**config.mk**
```make
export PLATFORM = sky130hd
export DESIGN_NAME = maf_divider
export DESIGN_NICKNAME = d
export VERILOG_FILES = /design/src/hw/rtl/maf_pkg.sv /design/src/hw/rtl/maf_divider.sv
export SDC_FILE = /design/constraint.sdc
export NUM_CORES = 1
export LEC_CHECK = 0
export BUFFER_PORTS_ARGS = -buffer_cell sky130_fd_sc_hd__buf_2
export CAP_MARGIN = 20
export CELL_PAD_IN_SITES_DETAIL_PLACEMENT = 1
export CELL_PAD_IN_SITES_GLOBAL_PLACEMENT = 2
export CORE_MARGIN = 4
export CORE_UTILIZATION = 37
export DETAILED_ROUTE_END_ITERATION = 16
export PLACE_DENSITY = 0.86
export SLEW_MARGIN = 20
export SYNTH_ARGS = -nofsm -noshare
export SYNTH_HDL_FRONTEND = slang
export SYNTH_SLANG_ARGS = --single-unit
```
**constraint.sdc**
```tcl
create_clock -name clk -period 5.1 [get_ports clk]
set_clock_uncertainty 0.05 [all_clocks]
set_input_delay 1.02 -clock clk [delete_from_list [all_inputs] [get_ports clk]]
set_output_delay 1.02 -clock clk [all_outputs]
set_load 0.03 [all_outputs]
```
**src/hw/rtl/maf_pkg.sv**
```systemverilog
// Shared constants, types and state codes of the moving average filter.
package maf_pkg;

  localparam int WINDOW_MAX   = 256;
  localparam int SAMPLE_WIDTH = 32;
  localparam int DATA_W       = 32;
  localparam int AVG_W        = 32;
  localparam int APB_DW       = 32;
  localparam int APB_AW       = 3;
  localparam int POS_W        = $clog2(WINDOW_MAX);
  localparam int LEN_W        = $clog2(WINDOW_MAX + 1);
  localparam int SUM_W        = SAMPLE_WIDTH + POS_W;
  localparam int CNT_W        = $clog2(SUM_W + 1);

  localparam logic [0:0] REG_WINDOW_LENGTH = 1'b0;

  typedef enum logic [2:0] {
    ST_IDLE,
    ST_READ,
    ST_SUM,
    ST_START,
    ST_DIVIDE,
    ST_HOLD
  } maf_state_t;

  typedef struct packed {
    logic                    start;
    logic signed [SUM_W-1:0] dividend;
    logic [LEN_W-1:0]        divisor;
  } div_req_t;

  typedef struct packed {
    logic                    done;
    logic signed [SUM_W-1:0] quotient;
  } div_rsp_t;

endpackage

```
**src/hw/rtl/maf_divider.sv**
```systemverilog
// Radix-2 restoring divider: signed sum by unsigned window length, truncated toward zero.
module maf_divider (
  input  logic              clk,
  input  logic              rst,
  input  maf_pkg::div_req_t req,
  output maf_pkg::div_rsp_t rsp
);

  logic                            busy;
  logic                            done;
  logic                            neg;
  logic [maf_pkg::CNT_W-1:0]       count;
  logic [maf_pkg::LEN_W-1:0]       rem;
  logic [maf_pkg::LEN_W-1:0]       divisor;
  logic [maf_pkg::SUM_W-1:0]       quo;
  logic [maf_pkg::SUM_W-1:0]       magnitude;
  logic [maf_pkg::LEN_W:0]         trial;
  logic                            ge;

  assign magnitude = req.dividend[maf_pkg::SUM_W-1] ? (~req.dividend + 1'b1) : req.dividend;
  assign trial     = {rem, quo[maf_pkg::SUM_W-1]};
  assign ge        = trial >= {1'b0, divisor};

  always_ff @(posedge clk) begin
    if (rst) begin
      busy <= 1'b0;
      done <= 1'b0;
    end else begin
      done <= 1'b0;
      if (req.start) begin
        busy <= 1'b1;
      end else if (busy && count == maf_pkg::CNT_W'(1)) begin
        busy <= 1'b0;
        done <= 1'b1;
      end
    end
  end

  always_ff @(posedge clk) begin
    if (req.start) begin
      quo     <= magnitude;
      rem     <= '0;
      divisor <= req.divisor;
      neg     <= req.dividend[maf_pkg::SUM_W-1];
      count   <= maf_pkg::CNT_W'(maf_pkg::SUM_W);
    end else if (busy) begin
      quo   <= {quo[maf_pkg::SUM_W-2:0], ge};
      rem   <= ge ? maf_pkg::LEN_W'(trial - {1'b0, divisor}) : trial[maf_pkg::LEN_W-1:0];
      count <= count - 1'b1;
    end
  end

  assign rsp = '{done: done, quotient: (neg ? $signed(~quo + 1'b1) : $signed(quo))};

endmodule

```
Word-level counts from Yosys, hierarchy flattened
Cells that the tools add are included.
W data, S select, Z words.
- register bits: 67
- output and inout port bits: 41
- logic and storage cells: 27
- input bits: 52
- $lt $le $gt $ge: 1
- bitwise gates (word level): 2
- eq/ne operators: 1
- muxes and demuxes: 8
- add/sub/neg operators: 4
- reduce and logical (&&, ||, !) cells: 4
- operators with widths (cell ; number):
    $mux W40 ; 4
    $add A40 B1 Y40 const B ; 2
    $not A40 Y40 ; 2
    $ge A10 B9 Y1 ; 1
    $mux W9 ; 1
    $sub A9 B9 Y9 ; 1
    $eq A6 B1 Y1 const B ; 1
    $sub A6 B1 Y6 const B ; 1
    $reduce_bool A2 Y1 ; 2
    $mux W1 ; 3
    $reduce_or A2 Y1 ; 1
    $logic_and A1 B1 Y1 ; 1

Logic depth before layout (Yosys ltp)
- depth after elaboration: 4
- mapped depth: 10
- mapped depth without buffers: 9

Worst setup path before layout
Ideal clock, no wire load.
- path type: reg-to-output
- from: register quo[10] (netlist bit)
- to: output port rsp[36] (netlist bit)
- path slack: 1.922 ns
- buffers on the path: 0
- required time: 4.030 ns
- stages on the path, launching flop included: 6
- data arrival time: 2.108 ns
- path through: edfxtp_1 -> or4_1 -> nor4_1 -> nand3_1 -> o31ai_1 -> xnor2_1
- RTL lines (element ; line ; RTL):
    start: declaration ; maf_divider.sv:15 ; logic [maf_pkg::SUM_W-1:0] quo;
    start signal: assignment ; maf_divider.sv:41 ; quo <= magnitude;
    start signal: assignment ; maf_divider.sv:47 ; quo <= {quo[maf_pkg::SUM_W-2:0], ge};
    end: declaration ; maf_divider.sv:6 ; output maf_pkg::div_rsp_t rsp

==> results.cfg <==
[timing]
slew_viol_final = 0
post-route-period-util = 0.806
rsz0062_at_grt = no
max_freq_ghz = 0.243
setup_viol = 0
hold_violations = 0
min_period_ps = 4110
worst_pin_slew_ps = 966
slew_headroom = 0.356
timing.final.ws_setup_ps = 989
fin_setup_tns_ps = 0

[cells_and_area]
multiInputGateArea_sq_mm = 0.00282
regArea_sq_mm = 0.00184
final_cell_count_no_fill = 792
area_delta_synth_final_pct = 19.1
final_layout_size_suffix_gt1_frac = 0.202
stdcell_area_sq_mm = 0.00579
num_antenna_cells = 0
fin_nets = 681
fillCellCount = 1541

[worst_setup_path]
arrival_ps = 3040
cp_num_buf_inv = 1
crit_path_top_delay_cell = nor4_1
cpPeakStageDelay_ps = 660
end_kind = output port
start_kind = register
cp_max_fo = 4
cp_top_family = simple AND/OR/NAND/NOR gates
crit_type = register to output port
path_cells = or4_1 > nor4_1 > nand3_1 > o31ai_1 > xnor2_1 > buf_2
crit_required_ps = 4030

[clocking]
clk-insertion-delay-late_ps = 330
cts_made_buffers = 9
cts_sinks = 67
htreeDepth = 3
path_clk_slew_ps = 60
postCtsSetupRepairBufs = 0
cts_tree = done
cts.path.max_buffers = 2
cts-root-buf = clkbuf_16
cts-resized-gates = 0
ctsHoldBuffers = 0

[logic_synthesis]
synth_cell_types = 56
yosys.area_share.simple = 0.187
synth.avg_cell_area_sq_um = 9.12
synth_flop_cell = edfxtp_1
yosysWarnings = 0
synth_top_area_frac = 0.309
synthAdderAreaFrac = 0.0376
async_flop_share = 0
synth_xor_xnor_area_share = 0.146
synthCells = 533
synth_mux_area_frac = 0.0214
synth_top_family_by_area = compound AO/OA/AOI/OAI gates
synth_compound_area_frac = 0.189
ys_ff_latch = 67
synth.most_common_cell = nor2_1
synth_edf_count = 50
synth_area_leaders = edfxtp_1, xnor2_1, dfxtp_1
ys_seq_area_frac = 0.379
synth_commonest_cells = nor2_1, edfxtp_1, xnor2_1, nand2_1, a21oi_1
syn_area_sq_mm = 0.00486
synth_nets = 599
synth_area_leader_cell = edfxtp_1

[detailed_routing]
drtPass1Iterations = 4
wl_per_cell_microns = 18.1
vias = 4348
routed_wl_microns = 14300
drt_iter0_markers = 248
antenna_left = 0
viasPerCell = 5.49
drc = 0

[power_and_ir_drop]
irDropWorstVdd_uv = 140
power_leakage_nw = 2.19
power_density_mw_per_mm2 = 327

[job]
maxCapViolCount = 0

[global_routing]
antenna_found_initial = 0
grt_use_total = 0.196
grt_pass1_vias = 4572
grt-ovfl-total = 0
grt_max_degree = 93
grt_pass1_wl_microns = 23300

[floorplan]
dieWidth_microns = 123
core_area_sq_mm = 0.0127
num_rows = 41
fp.dieH_microns = 123
dieArea_sq_mm = 0.0150
start_util = 0.382
io_pins = 93

[placed_design]
port_buffers = 92
place_ws_ps = 1360
detailed_place_hpwl_microns = 10800
dp_cells = 776
placed_area_sq_mm = 0.00546
place.gp.congestion = 0.846

[hold_path]
holdCritPathClass = register to register

[status]
status = finished clean
flip-flops by register name (all words and copies together) (netlist names):
| signal | cells |
|---|---|
| count | 6 |
| divisor | 9 |
| rem | 9 |
| done | 1 |
| quo | 40 |
| neg | 1 |
| busy | 1 |
final timing paths:
check | startpoint | to | slack (ps) | depth (start not counted)
worst max-delay path | quo[10] | rsp[38] | 990 | 6
worst min-delay path | rem[3] | rem[3] | 460 | 2
worst max register to register | quo[39] | rem[4] | 1710 | 9
worst min register to register | rem[3] | rem[3] | 460 | 2
logic make-up (layout without fill, tap and decap cells):
| logic type | Yosys count | count (layout) |
|---|---|---|
| simple gates | 181 | 181 |
| compound gates | 132 | 132 |
| xor+xnor | 81 | 81 |
| flops | 67 | 67 |
| buf+inv | 48 | 135 |
| fa+ha+maj | 14 | 14 |
| mux | 10 | 10 |
per-stage QoR:
stage	total power [W]	util	hold WS [ps]
floorplan	0.00107	-	395
detailed placement	0.00124	0.429	452
global route	0.00198	0.455	482
global placement	0.00122	0.429	422
CTS	0.00191	0.455	459
finish	0.00189	0.455	455
layer usage:
| layer | track usage | wire (microns) |
|---|---|---|
| met1 | 0.264 | 6490 |
| met2 | 0.331 | 7090 |
| met3 | 0.0253 | 580 |
| met4 | 0.0588 | 165 |
| met5 | 0 | 0 |
worst reg2reg max path: stages, from the launching register on:
cell       delay, ps
edfxtp_1         440
inv_1            120
ha_1             170
inv_1             50
fa_1             410
a211o_1          250
a311o_1          360
a2111oi_4        910
mux2i_1          180
a211oi_1         320
layout make-up:
class | count | share of cell area
multi-input cells | 418 | 0.488
clock inverters | 2 | 0.00173
repair buffers | 97 | 0.0860
inverters | 22 | 0.0143
flip-flops and latches | 67 | 0.318
clock buffers | 14 | 0.0549
well taps | 172 | 0.0372
report_power, final:
group,switching [W],internal (W)
Clock,0.000237,0.000430
Combinational,0.000325,0.000185
Sequential,0.0000647,0.000653
Total,0.000627,0.00127
cells in the final DEF (no fill, tap or decap), types with 5 or more instances in the layout:
master / synthesis / routed
or4_1: 6 / 6
o21ai_0: 26 / 26
or3_1: 6 / 6
nor3_1: 15 / 15
nor2_1: 56 / 56
nor2b_1: 8 / 8
inv_1: 22 / 22
mux2i_1: 7 / 7
nand3_1: 9 / 9
xor2_1: 33 / 33
nand2b_1: 6 / 6
clkbuf_16: 0 / 12
nand4_1: 5 / 5
buf_2: 1 / 92
o41ai_1: 15 / 15
a211oi_1: 5 / 5
nor4_1: 12 / 12
o31ai_1: 24 / 24
ha_1: 13 / 13
nand2_1: 41 / 41
edfxtp_1: 50 / 50
a21oi_1: 37 / 37
xnor2_1: 48 / 48
buf_4: 2 / 5
dfxtp_1: 17 / 17
Note: power is estimated with default switching activity, not from simulation.
